`config.mk`:
```
export PLATFORM = sky130hd
export DESIGN_NAME = pixel_charge_frontend_channel_top
export DESIGN_NICKNAME = d
export VERILOG_FILES = /design/src/pcfc_pkg.sv /design/src/pcfc_ram.sv /design/src/pixel_charge_frontend_channel_top.sv
export SDC_FILE = /design/constraint.sdc
export NUM_CORES = 2
export LEC_CHECK = 0
export BUFFER_PORTS_ARGS = -buffer_cell sky130_fd_sc_hd__buf_2
export CAP_MARGIN = 20
export CORE_ASPECT_RATIO = 2
export CORE_UTILIZATION = 61
export DETAILED_ROUTE_END_ITERATION = 8
export GPL_TIMING_DRIVEN = 0
export PLACE_DENSITY = 0.89
export SLEW_MARGIN = 15
export SYNTH_ARGS = -nofsm -noshare
export SYNTH_HDL_FRONTEND = slang
export SYNTH_SLANG_ARGS = --single-unit
```
`constraint.sdc`:
```
create_clock -name clk -period 9 [get_ports clk]
set_clock_uncertainty 0.2 [all_clocks]
set_input_delay 0.9 -clock clk [delete_from_list [all_inputs] [get_ports clk]]
set_output_delay 0.9 -clock clk [all_outputs]
set_load 0.005 [all_outputs]
```
`src/pcfc_pkg.sv`:
```
// Shared types and fixed constants for the pixel charge front end channel.
// Used by the top level and the bench through scoped names; no dependencies.
`default_nettype none

package pcfc_pkg;

	// configuration register indexes
	typedef enum logic [1:0] {
		CFG_GLOBAL_THRESHOLD = 2'd0,
		CFG_BASELINE_VOLTAGE = 2'd1,
		CFG_CHARGE_GAIN      = 2'd2
	} cfg_reg_t;

	localparam int V_W        = 24;
	localparam int GTHR_W     = 8;
	localparam int BASE_W     = 17;
	localparam int GAIN_W     = 16;
	localparam int CFG_DATA_W = 17;
	localparam int THR_W      = 20;

	// voltages in signed Q.16 volts
	localparam logic signed [V_W-1:0] V_MAX        = 24'sh7FFFFF;
	localparam logic signed [V_W-1:0] V_MIN        = -24'sh800000;
	localparam logic signed [V_W-1:0] INIT_VOLTAGE = 24'sd32768;

	// threshold at five times the voltage scale
	localparam logic [THR_W-1:0] THR_BASE_X5    = 20'd154010;
	localparam logic [THR_W-1:0] GLOBAL_STEP_X5 = 20'd2304;

	// first voltage at or above 1.8 V full scale (589824/5 rounded up)
	localparam logic signed [V_W-1:0] FULL_SCALE_V = 24'sd117965;
	localparam logic [19:0] FULL_SCALE_X5 = 20'd589824;

	// divide by 1179648 = 9 * 2^17: shift, then reciprocal of nine
	localparam int QUANT_SHIFT   = 17;
	localparam int DIV9_SHIFT    = 24;
	localparam int DIV9_RECIP_W  = 21;
	localparam logic [DIV9_RECIP_W-1:0] DIV9_RECIP = 21'd1864135;

endpackage

`default_nettype wire

```
`src/pcfc_ram.sv`:
```
// Generic single-port-write, single-port-read RAM with registered read data.
// No dependencies.
`default_nettype none

module pcfc_ram #(
	parameter int WIDTH = 8,
	parameter int DEPTH = 64
) (
	input  wire logic                                   clk,
	input  wire logic                                   we,
	input  wire logic [(DEPTH > 1 ? $clog2(DEPTH) : 1)-1:0] waddr,
	input  wire logic [WIDTH-1:0]                       wdata,
	input  wire logic                                   re,
	input  wire logic [(DEPTH > 1 ? $clog2(DEPTH) : 1)-1:0] raddr,
	output logic      [WIDTH-1:0]                       rdata
);

	logic [WIDTH-1:0] mem [DEPTH];

	always_ff @(posedge clk) begin
		if (we) begin
			mem[waddr] <= wdata;
		end
		if (re) begin
			rdata <= mem[raddr];
		end
	end

endmodule

`default_nettype wire

```
`src/pixel_charge_frontend_channel_top.sv`:
```
// Pixel charge front end: one tick of one channel per beat, per-channel state
// in a RAM. Depends on pcfc_pkg and pcfc_ram.
//
// Each input beat carries a channel index, its charge, sample level, reset
// flags and trim, and produces exactly one result beat with the channel's held
// ADC code, a hit flag and done_res. The block works on one beat at a time: the
// next beat is accepted only once the read-modify-write of the channel entry
// (RAM read, charge multiply, subtract with saturation, quantizer multiply,
// reciprocal divide by nine, then write-back) is through. A finished result
// sits in an output register; the next beat is accepted while it waits, and
// the block holds its last step only if the previous result is still not
// taken. Channel state after reset reads as 0.5 V, code zero, sample low,
// tracked by one valid bit per channel; no clearing pass is needed.
// Configuration writes take effect at once and belong in idle periods.
`default_nettype none

module pixel_charge_frontend_channel_top #(
	parameter int CHANNELS  = 64,
	parameter int ADC_BITS  = 8,
	parameter int TRIM_BITS = 5
) (
	input  wire logic                clk,
	input  wire logic                arst_n,
	// configuration
	input  wire logic                cfg_we,
	input  wire logic [1:0]          cfg_index,
	input  wire logic [16:0]         cfg_wdata,
	// input channel
	input  wire logic                in_valid,
	output logic                     in_ready,
	input  wire logic [5:0]          channel,
	input  wire logic signed [15:0]  charge,
	input  wire logic                sample_level,
	input  wire logic                channel_reset,
	input  wire logic                chip_reset,
	input  wire logic [4:0]          chan_trim,
	// result channel
	output logic                     out_valid,
	input  wire logic                out_ready,
	output logic [5:0]               out_channel,
	output logic [7:0]               held_adc,
	output logic                     hit,
	output logic                     done_res
);

	localparam int CH_W  = CHANNELS > 1 ? $clog2(CHANNELS) : 1;
	localparam int V_W   = pcfc_pkg::V_W;
	localparam int RAM_W = V_W + ADC_BITS + 1;
	localparam logic [ADC_BITS-1:0] CODE_TOP = {ADC_BITS{1'b1}};
	localparam int QK    = 10 * ((1 << ADC_BITS) - 1);
	localparam int QK_W  = $clog2(QK + 1);
	localparam int NP_W  = 17 + QK_W;
	localparam int N_W   = NP_W + 1;
	localparam int M_W   = N_W - pcfc_pkg::QUANT_SHIFT;
	localparam int QP_W  = M_W + pcfc_pkg::DIV9_RECIP_W;
	localparam int Q0_W  = QP_W - pcfc_pkg::DIV9_SHIFT;
	localparam logic [4:0] TRIM_MASK = 5'((1 << TRIM_BITS) - 1);

	typedef enum logic [2:0] {
		S_IDLE,
		S_READ,
		S_SUB,
		S_QMUL,
		S_QDIV,
		S_DONE
	} state_t;

	// ------------------------------------------------------------------
	// configuration registers
	logic [pcfc_pkg::GTHR_W-1:0] gthr_q;
	logic [pcfc_pkg::BASE_W-1:0] baseline_q;
	logic [pcfc_pkg::GAIN_W-1:0] gain_q;

	always_ff @(posedge clk or negedge arst_n) begin
		if (!arst_n) begin
			gthr_q     <= '0;
			baseline_q <= 17'd32768;
			gain_q     <= 16'd1;
		end else if (cfg_we) begin
			case (cfg_index)
				pcfc_pkg::CFG_GLOBAL_THRESHOLD: gthr_q     <= cfg_wdata[7:0];
				pcfc_pkg::CFG_BASELINE_VOLTAGE: baseline_q <= cfg_wdata;
				pcfc_pkg::CFG_CHARGE_GAIN:      gain_q     <= cfg_wdata[15:0];
				default: ;
			endcase
		end
	end

	// ------------------------------------------------------------------
	// channel index wrap table
	logic [CH_W-1:0] wrap_tab [64];
	for (genvar gi = 0; gi < 64; gi++) begin : g_wrap
		assign wrap_tab[gi] = CH_W'(gi % CHANNELS);
	end

	// ------------------------------------------------------------------
	// control
	state_t              state_q;
	logic [CHANNELS-1:0] vld_q;
	logic                out_valid_q;
	logic                in_acc;
	logic                out_free;
	logic [CH_W-1:0]     in_ch;

	assign in_ready = (state_q == S_IDLE);
	assign in_acc   = in_valid && in_ready;
	assign out_free = !out_valid_q || out_ready;
	assign in_ch    = wrap_tab[channel];

	// datapath registers
	logic [CH_W-1:0]                 ch_q;
	logic signed [15:0]              charge_q;
	logic                            sample_q;
	logic                            rst_q;
	logic [4:0]                      trim_q;
	logic                            ent_vld_q;
	logic signed [V_W-1:0]           v0_q;
	logic [ADC_BITS-1:0]             code_q;
	logic                            last_q;
	logic signed [32:0]              prod_q;
	logic signed [V_W-1:0]           v_q;
	logic                            hit_q;
	logic [NP_W-1:0]                 np_q;
	logic [M_W-1:0]                  m_q;
	logic [QP_W-1:0]                 qp_q;

	// RAM
	logic              ram_we;
	logic [RAM_W-1:0]  ram_wdata;
	logic [RAM_W-1:0]  ram_rdata;

	pcfc_ram #(
		.WIDTH (RAM_W),
		.DEPTH (CHANNELS)
	) u_state_ram (
		.clk   (clk),
		.we    (ram_we),
		.waddr (ch_q),
		.wdata (ram_wdata),
		.re    (in_acc),
		.raddr (in_ch),
		.rdata (ram_rdata)
	);

	// ------------------------------------------------------------------
	// combinational datapath
	localparam int THR_W_FIX = pcfc_pkg::THR_W;

	logic signed [V_W-1:0]       rd_v;
	logic [ADC_BITS-1:0]         rd_code;
	logic                        rd_last;
	logic signed [33:0]          diff;
	logic signed [V_W-1:0]       v_sat;
	logic [THR_W_FIX-1:0]        thr5;
	logic signed [27:0]          v5;
	logic [N_W-1:0]              n_sum;
	logic [M_W-1:0]              m_next;
	logic [Q0_W-1:0]             q0;
	logic [M_W-1:0]              rem;
	logic [M_W-1:0]              rem_fix;
	logic [ADC_BITS-1:0]         q_fix;
	logic [ADC_BITS-1:0]         quant;
	logic [ADC_BITS-1:0]         code_new;

	assign rd_v    = ram_rdata[RAM_W-1 -: V_W];
	assign rd_code = ram_rdata[ADC_BITS:1];
	assign rd_last = ram_rdata[0];

	always_comb begin
		diff = {{10{v0_q[V_W-1]}}, v0_q} - {prod_q[32], prod_q};
		if (diff > 34'(pcfc_pkg::V_MAX)) begin
			v_sat = pcfc_pkg::V_MAX;
		end else if (diff < 34'(pcfc_pkg::V_MIN)) begin
			v_sat = pcfc_pkg::V_MIN;
		end else begin
			v_sat = diff[V_W-1:0];
		end
	end

	assign thr5 = pcfc_pkg::THR_BASE_X5
		+ THR_W_FIX'(gthr_q) * pcfc_pkg::GLOBAL_STEP_X5
		+ {6'd0, trim_q, 9'd0};
	assign v5 = ({{4{v_q[V_W-1]}}, v_q} <<< 2) + {{4{v_q[V_W-1]}}, v_q};

	// rounded quantizer: (v*10*top + 589824) / (9 * 2^17)
	assign n_sum  = N_W'(np_q) + N_W'(pcfc_pkg::FULL_SCALE_X5);
	assign m_next = n_sum[N_W-1:pcfc_pkg::QUANT_SHIFT];
	assign q0     = qp_q[QP_W-1:pcfc_pkg::DIV9_SHIFT];
	assign rem    = m_q - M_W'(q0) * M_W'(9);

	always_comb begin
		if (rem >= M_W'(9)) begin
			q_fix   = ADC_BITS'(q0) + ADC_BITS'(1);
			rem_fix = rem - M_W'(9);
		end else begin
			q_fix   = ADC_BITS'(q0);
			rem_fix = rem;
		end
		if (v_q <= 0) begin
			quant = '0;
		end else if (v_q >= pcfc_pkg::FULL_SCALE_V) begin
			quant = CODE_TOP;
		end else begin
			quant = q_fix;
		end
		// falling sample edge latches a new code
		code_new = (last_q && !sample_q) ? quant : code_q;
	end

	assign ram_we    = (state_q == S_DONE);
	assign ram_wdata = {v_q, code_new, sample_q};

	// ------------------------------------------------------------------
	// datapath stages
	always_ff @(posedge clk) begin
		case (state_q)
			S_IDLE: begin
				if (in_acc) begin
					ch_q      <= in_ch;
					charge_q  <= charge;
					sample_q  <= sample_level;
					rst_q     <= channel_reset || chip_reset;
					trim_q    <= chan_trim & TRIM_MASK;
					ent_vld_q <= vld_q[in_ch];
				end
			end
			S_READ: begin
				if (rst_q) begin
					v0_q   <= V_W'({7'd0, baseline_q});
					code_q <= '0;
				end else if (ent_vld_q) begin
					v0_q   <= rd_v;
					code_q <= rd_code;
				end else begin
					v0_q   <= pcfc_pkg::INIT_VOLTAGE;
					code_q <= '0;
				end
				last_q <= ent_vld_q && rd_last;
				prod_q <= charge_q * $signed({1'b0, gain_q});
			end
			S_SUB: begin
				v_q <= v_sat;
			end
			S_QMUL: begin
				hit_q <= v5 > $signed({8'd0, thr5});
				np_q  <= NP_W'(v_q[16:0]) * NP_W'(QK);
			end
			S_QDIV: begin
				m_q  <= m_next;
				qp_q <= QP_W'(m_next) * QP_W'(pcfc_pkg::DIV9_RECIP);
			end
			default: ;
		endcase
	end

	// ------------------------------------------------------------------
	// sequencer and result register
	always_ff @(posedge clk or negedge arst_n) begin
		if (!arst_n) begin
			state_q     <= S_IDLE;
			vld_q       <= '0;
			out_valid_q <= 1'b0;
			out_channel <= '0;
			held_adc    <= '0;
			hit         <= 1'b0;
			done_res    <= 1'b0;
		end else begin
			if (state_q == S_DONE && out_free) begin
				out_valid_q <= 1'b1;
			end else if (out_ready) begin
				out_valid_q <= 1'b0;
			end
			case (state_q)
				S_IDLE: begin
					if (in_acc) begin
						state_q <= S_READ;
					end
				end
				S_READ: state_q <= S_SUB;
				S_SUB:  state_q <= S_QMUL;
				S_QMUL: state_q <= S_QDIV;
				S_QDIV: state_q <= S_DONE;
				S_DONE: begin
					vld_q[ch_q] <= 1'b1;
					// hold here until the result register frees up
					if (out_free) begin
						out_channel <= 6'(ch_q);
						held_adc    <= 8'(code_new);
						hit         <= hit_q;
						done_res    <= !sample_q;
						state_q     <= S_IDLE;
					end
				end
				default: state_q <= S_IDLE;
			endcase
		end
	end

	assign out_valid = out_valid_q;

	// ------------------------------------------------------------------
	// assertions
	a_accept_reads: assert property (@(posedge clk) disable iff (!arst_n)
		in_acc |=> state_q == S_READ)
		else $error("accepted beat did not start a RAM read");

	a_write_marks_valid: assert property (@(posedge clk) disable iff (!arst_n)
		ram_we |=> vld_q[$past(ch_q)])
		else $error("written channel entry not marked valid");

	a_result_from_done: assert property (@(posedge clk) disable iff (!arst_n)
		$rose(out_valid_q) |-> $past(state_q == S_DONE))
		else $error("result raised outside the write-back step");

	a_div9_exact: assert property (@(posedge clk) disable iff (!arst_n)
		state_q == S_DONE |-> rem_fix < M_W'(9))
		else $error("reciprocal divide by nine off by more than one");

endmodule

`default_nettype wire

```
After elaboration in Yosys (flattened, before gate mapping)
Memories as Yosys holds them, arrays and structs flattened. A register that Yosys moved wholly into a read port is not among the register bits.
Cells that the tools add are included.
Operators by class
  add/sub/neg operators: 7
  $mul: 5
  $lt $le $gt $ge: 10
  eq/ne operators: 9
  mux-type cells: 20
  bitwise gates (word level): 3
  reduce and logical (&&, ||, !) cells: 19
Operators with widths (number)
  $or A64 B64 Y64: 1
  $gt A34 B24 Y1 const B: 1
  $lt A34 B24 Y1 const B: 1
  $mul A13 B21 Y34 const B: 1
  $mux W17: 2
  $sub A24 B33 Y34: 1
  $mul A16 B17 Y33: 1
  $mux W8: 4
  $add A29 B20 Y30 const B: 1
  $mul A17 B11 Y28 const B: 1
  $add A26 B24 Y27: 1
  $gt A27 B21 Y1: 1
  $ge A24 B18 Y1 const B: 1
  $le A24 B1 Y1 const B: 1
  $mux W24: 1
  $add A18 B20 Y20 const A: 1
  $add A20 B14 Y20: 1
  $pmux W3 S6: 1
  $lt A6 B7 Y1 const B: 2
  $ge A13 B4 Y1 const B: 1
  $mul A10 B4 Y13 const B: 1
  $sub A13 B13 Y13: 1
  $mul A8 B4 Y12 const B: 1
  $mux W6: 2
  other kinds (24): 43
Storage, ports and cells
  register bits: 321
  memory bits (writable): 2112
  bits in read-only memories: 384
  input port bits: 54
  output and inout port bits: 18
  logic and storage cells: 101
  memories kept: 2
Memories
  u_state_ram.mem: words 64, width 33, rd ports 1, clocked after memory_dff 1, write ports 1, RTL line pcfc_ram.sv:18  | logic [WIDTH-1:0] mem [DEPTH];
  (name not given): words 64, width 6, rd ports 1, clocked after memory_dff 0, write ports 0, RTL line pixel_charge_frontend_channel_top.sv:108  | assign in_ch = wrap_tab[channel];

Depth between registers and ports, before layout
  word-level depth: 7
  gate-level depth with buffers: 25

Hierarchy
A second synthesis with hierarchy kept.
Unflattened totals
  cells, all modules: 6695
  area, all modules: 112761.9 um^2
Modules (own cells, without submodules)
  pcfc_ram: instances 1, cells an instance 3598, area an instance 81523.2 um^2
  pixel_charge_frontend_channel_top: instances 1, cells an instance 3097, area an instance 31238.7 um^2

Worst setup path after synthesis
No wires, ideal clock.
  kind: register to register
  start point: register m_q[2]
  end point: memory u_state_ram.mem[0][7] in the netlist's numbering (data pin)
  setup time: 0.702 ns
  data arrival time: 5.964 ns
  data required time: 8.098 ns
  path slack: 2.135 ns
  stages on the path, launching flop included: 16
  buffers on the path: 0
  clock period less this slack: 6.865 ns
  cell sequence: edfxtp_1 > inv_1 > ha_1 > inv_1 > fa_1 > fa_1 > and2_1 > o2111ai_1 > a31oi_1 > and4b_1 > o41ai_1 > o2111ai_2 > nand4_1 > xnor2_1 > nor2_1 > o21ai_0
Between the ends
  word-level cells in the longest chain between the ends: 6
RTL lines
  start: declaration: RTL line pixel_charge_frontend_channel_top.sv:124  | logic [M_W-1:0] m_q;
  start signal: assignment: RTL line pixel_charge_frontend_channel_top.sv:249  | m_q <= m_next;
  $sub A13 B13 Y13: RTL line pixel_charge_frontend_channel_top.sv:189  | assign rem = m_q - M_W'(q0) * M_W'(9);
  $ge A13 B4 Y1: RTL line pixel_charge_frontend_channel_top.sv:192  | if (rem >= M_W'(9)) begin
  $mux W8: RTL line pixel_charge_frontend_channel_top.sv:192
  $mux W8: RTL line pixel_charge_frontend_channel_top.sv:201  | end else if (v_q >= pcfc_pkg::FULL_SCALE_V) begin
  $mux W8: RTL line pixel_charge_frontend_channel_top.sv:199  | if (v_q <= 0) begin
  $mux W8: RTL line pixel_charge_frontend_channel_top.sv:207  | code_new = (last_q && !sample_q) ? quant : code_q;
  net code_new[6]: RTL line pixel_charge_frontend_channel_top.sv:163  | logic [ADC_BITS-1:0] code_new;
  end: declaration: RTL line pcfc_ram.sv:18
The timed path passes the listed nets, and every way through them passes these cells.

Worst setup path in the final report
  start point: register charge_q[5]
  end point: register prod_q[31] (data pin)
Between the ends
  word-level cells in the longest chain between the ends: 1
RTL lines
  start: declaration: RTL line pixel_charge_frontend_channel_top.sv:112  | logic signed [15:0] charge_q;
  start signal: assignment: RTL line pixel_charge_frontend_channel_top.sv:220  | charge_q <= charge;
  $mul A16 B17 Y33: RTL line pixel_charge_frontend_channel_top.sv:239  | prod_q <= charge_q * $signed({1'b0, gain_q});
  end signal: assignment: RTL line pixel_charge_frontend_channel_top.sv:239
  end: declaration: RTL line pixel_charge_frontend_channel_top.sv:120  | logic signed [32:0] prod_q;
Every way passes these cells.
A chain may end at the register's enable or synchronous reset.

==> flow_summary.json <==
{
  "start_kind": "register",
  "clk_pin_slew_ns": 0.07,
  "areaGrowthSynthToFinish_pct": 12.8,
  "detail-route-antenna-nets": 0,
  "grt_overflow": 0,
  "grt_pass1_vias": 69300,
  "grt_pass1_wl_um": 529000,
  "drv_cap": 0,
  "cts_buffers": 196,
  "port_buffers": 71,
  "final-hold-violation-count": 9,
  "slowest_stage": "clkbuf_1",
  "clk-insertion-delay-late_ns": 0.92,
  "fin_nets": 7404,
  "cts_buffer_depth": 4,
  "cp.arrival_ns": 8.27,
  "finalMaxSlewViolations": 0,
  "worstReg2RegStart": "charge_q[5]",
  "rr_worst_depth": 22,
  "grt_usage_pct": 41.8,
  "max_stage_delay_ns": 0.79,
  "crit_chain": "clkbuf_1 -> nand2_1 -> fa_1 -> inv_1 -> fa_1 -> inv_1 -> fa_1 -> fa_1 -> fa_1 -> fa_1 -> inv_1 -> ha_1 -> a21o_1 -> a21o_1 -> a21o_1 -> a21oi_1 -> nand2_1 -> o211ai_1 -> a31oi_1 -> a21o_1 -> a21oi_1 -> xnor2_1",
  "finalWorstPathRequiredPeriod_ns": 7.87,
  "chipHeight_um": 607,
  "multiInputGateArea_um2": 36900,
  "antenna_found_initial": 49,
  "coreArea_um2": 181000,
  "synth_cells": 6130,
  "via_count": 68100,
  "yosysSeqAreaShare_pct": 64.7,
  "n_fill_cell": 9922,
  "final_layout_size_suffix_gt1_share_pct": 22.5,
  "status": "complete, but fails checks",
  "cts_resized": 0,
  "syn_avg_cell_area_um2": 18.2,
  "wl_um": 378000,
  "critPathCaptureType": "register",
  "drt-pass1-iter-count": 9,
  "final_cells": 9139,
  "fmax_ghz": 0.127,
  "synth_top_area_share_pct": 61.9,
  "start_util_pct": 61.6,
  "post_drt_wl_per_cell_um": 41.3,
  "layout_commonest_cell": "edfxtp_1",
  "die-area_um2": 185000,
  "synth_top_cell_by_area": "edfxtp_1",
  "timing.hold.ws_ns": -0.00883,
  "path_max_fanout": 10,
  "cts_root_buffer": "clkbuf_16",
  "hp-class": "in2reg",
  "die_x_um": 305,
  "clkSinkCount": 2427,
  "cts-hold-fix-buffers": 1,
  "synthFlopType": "edfxtp_1",
  "synth.area.top_cells": "edfxtp_1 (62%), mux4_2 (14%), fa_1 (6.0%)",
  "maxSlewHeadroom_pct": 12.0,
  "grt_max_degree": 76,
  "gp_congestion": 0.995,
  "rsz0062_at_grt": "false",
  "place_inst": 8722,
  "vias_per_cell": 7.45,
  "cts_tree": "yes",
  "synth_area_um2": 112000,
  "rows": 221,
  "ff_latch_area_um2": 72300,
  "async_flop_share_pct": 5.15,
  "worstMarginPinSlew_ns": 1.31,
  "hpwl_um": 242000,
  "synth-seq-cells": 2427,
  "htree_levels": 4,
  "drc": 48,
  "cpMostUsedCell": "fa_1",
  "cp.required_ns": 9.40,
  "syn_nets": 6929,
  "drtIter0Drc": 11100,
  "r2r_slack_ns": 1.13,
  "io_pins": 72,
  "path_class": "reg2reg",
  "yosysUniqueCellTypes": 81,
  "crit_end": "prod_q[31]",
  "critical_path.startpoint": "charge_q[5]",
  "r2r_end": "prod_q[31]",
  "yosys_warnings": 0,
  "postCtsSetupBuffers": 0,
  "fin_crit_sh_pct": 87.4,
  "violations": "DRC, hold timing",
  "final_cell_mix": "edfxtp_1 (2302), mux4_2 (708), inv_1 (594)",
  "finalSetupViolCount": 0,
  "synth_edf_count": 2302
}
kinds of logic (layout without fill, tap and decap cells):
family / after synthesis / count (layout) / synth area share, %
flops: 2427 / 2427 / 64.7
simple gates: 823 / 823 / 3.59
buf+inv: 818 / 1446 / 2.78
fa+ha+maj: 745 / 745 / 10.6
compound gates: 426 / 426 / 2.49
xor+xnor: 124 / 124 / 0.985
mux: 767 / 767 / 14.9
other cells: 0 / 40 / 0
sequential cells by signal (all words and copies together), names as in the netlist, 10 cells and up:
signal	flops
prod_q	33
gain_q	16
qp_q	10
baseline_q	17
u_state_ram.mem	2112
m_q	13
charge_q	16
vld_q	64
np_q	13
v0_q	24
v_q	24
u_state_ram.rdata	33
synth_stat cells, types with 26 or more instances:
library cell and number:
clkbuf_1 170, buf_1 40, edfxtp_1 2302, ha_1 408, or2_2 70, nor3_1 28, nand3_1 26, o21ai_0 79
a21o_1 53, nand2_1 280, mux4_2 708, mux2_2 49, nand2b_1 32, and2_1 115, a21oi_1 107, fa_1 337
nor2_1 168, inv_1 594, xor2_1 39, dfrtp_1 123, xnor2_1 84
critical path, delay by kind of cell, from the launching register on:
kind	cells	cell delay, ns
DFF	1	0.59
buffers and inverters	4	1.07
AOI/OAI and AO/OA	8	1.78
xor gates and xnor gates	1	0.09
adders and majority gates	7	3.54
and+or+nand+nor	2	0.27
per-stage QoR:
| stage | hold WS, ns | cell area, um^2 | setup slack [ns] | util, % | setup TNS [ns] |
|---|---|---|---|---|---|
| after floorplan | 0.215 | 112000 | 2.13 | - | 0 |
| after global placement | 0.245 | 115000 | -2.91 | 63.4 | -350.57 |
| after detailed placement | 0.251 | 119000 | 1.37 | 65.7 | 0 |
| after CTS | 0.000156 | 126000 | 1.29 | 69.2 | 0 |
| after global routing | -0.000841 | 126000 | 0.993 | 69.4 | 0 |
| final | -0.00883 | 126000 | 1.13 | 69.5 | 0 |
per-layer routing:
layer	wire length, um	GRT usage [%]	vias to the layer above
li1	-	-	24500
met1	99500	41.6	33500
met2	180000	66.9	7498
met3	48900	14.6	2535
met4	49200	42.3	32
met5	249	0.0523	-
final cells by class:
type | instances | share of cell area [%]
diodes | 40 | 0.0795
plain buffers | 224 | 0.711
clock buffers | 249 | 4.22
clock inverters | 102 | 0.834
inverters | 594 | 1.77
multi-input cells | 2885 | 29.3
flip-flops and latches | 2427 | 57.4
well taps | 2341 | 2.33
repair buffers | 277 | 3.40
worst min path at each step:
stage	depth (start not counted)	from	slack, ns	end
global route	1	charge[1]	-0.0008	charge_q[1]
floorplan	2	hit_q	0.21	hit
global placement	1	vld_q[30]	0.25	vld_q[30]
CTS	1	sample_level	0.0002	sample_q
detailed placement	1	vld_q[38]	0.25	vld_q[38]
finish	1	charge[0]	-0.009	charge_q[0]
Power is left out: the tool's default activity adds up to more than one toggle a clock period on the data nets, which glitch-free logic cannot reach.
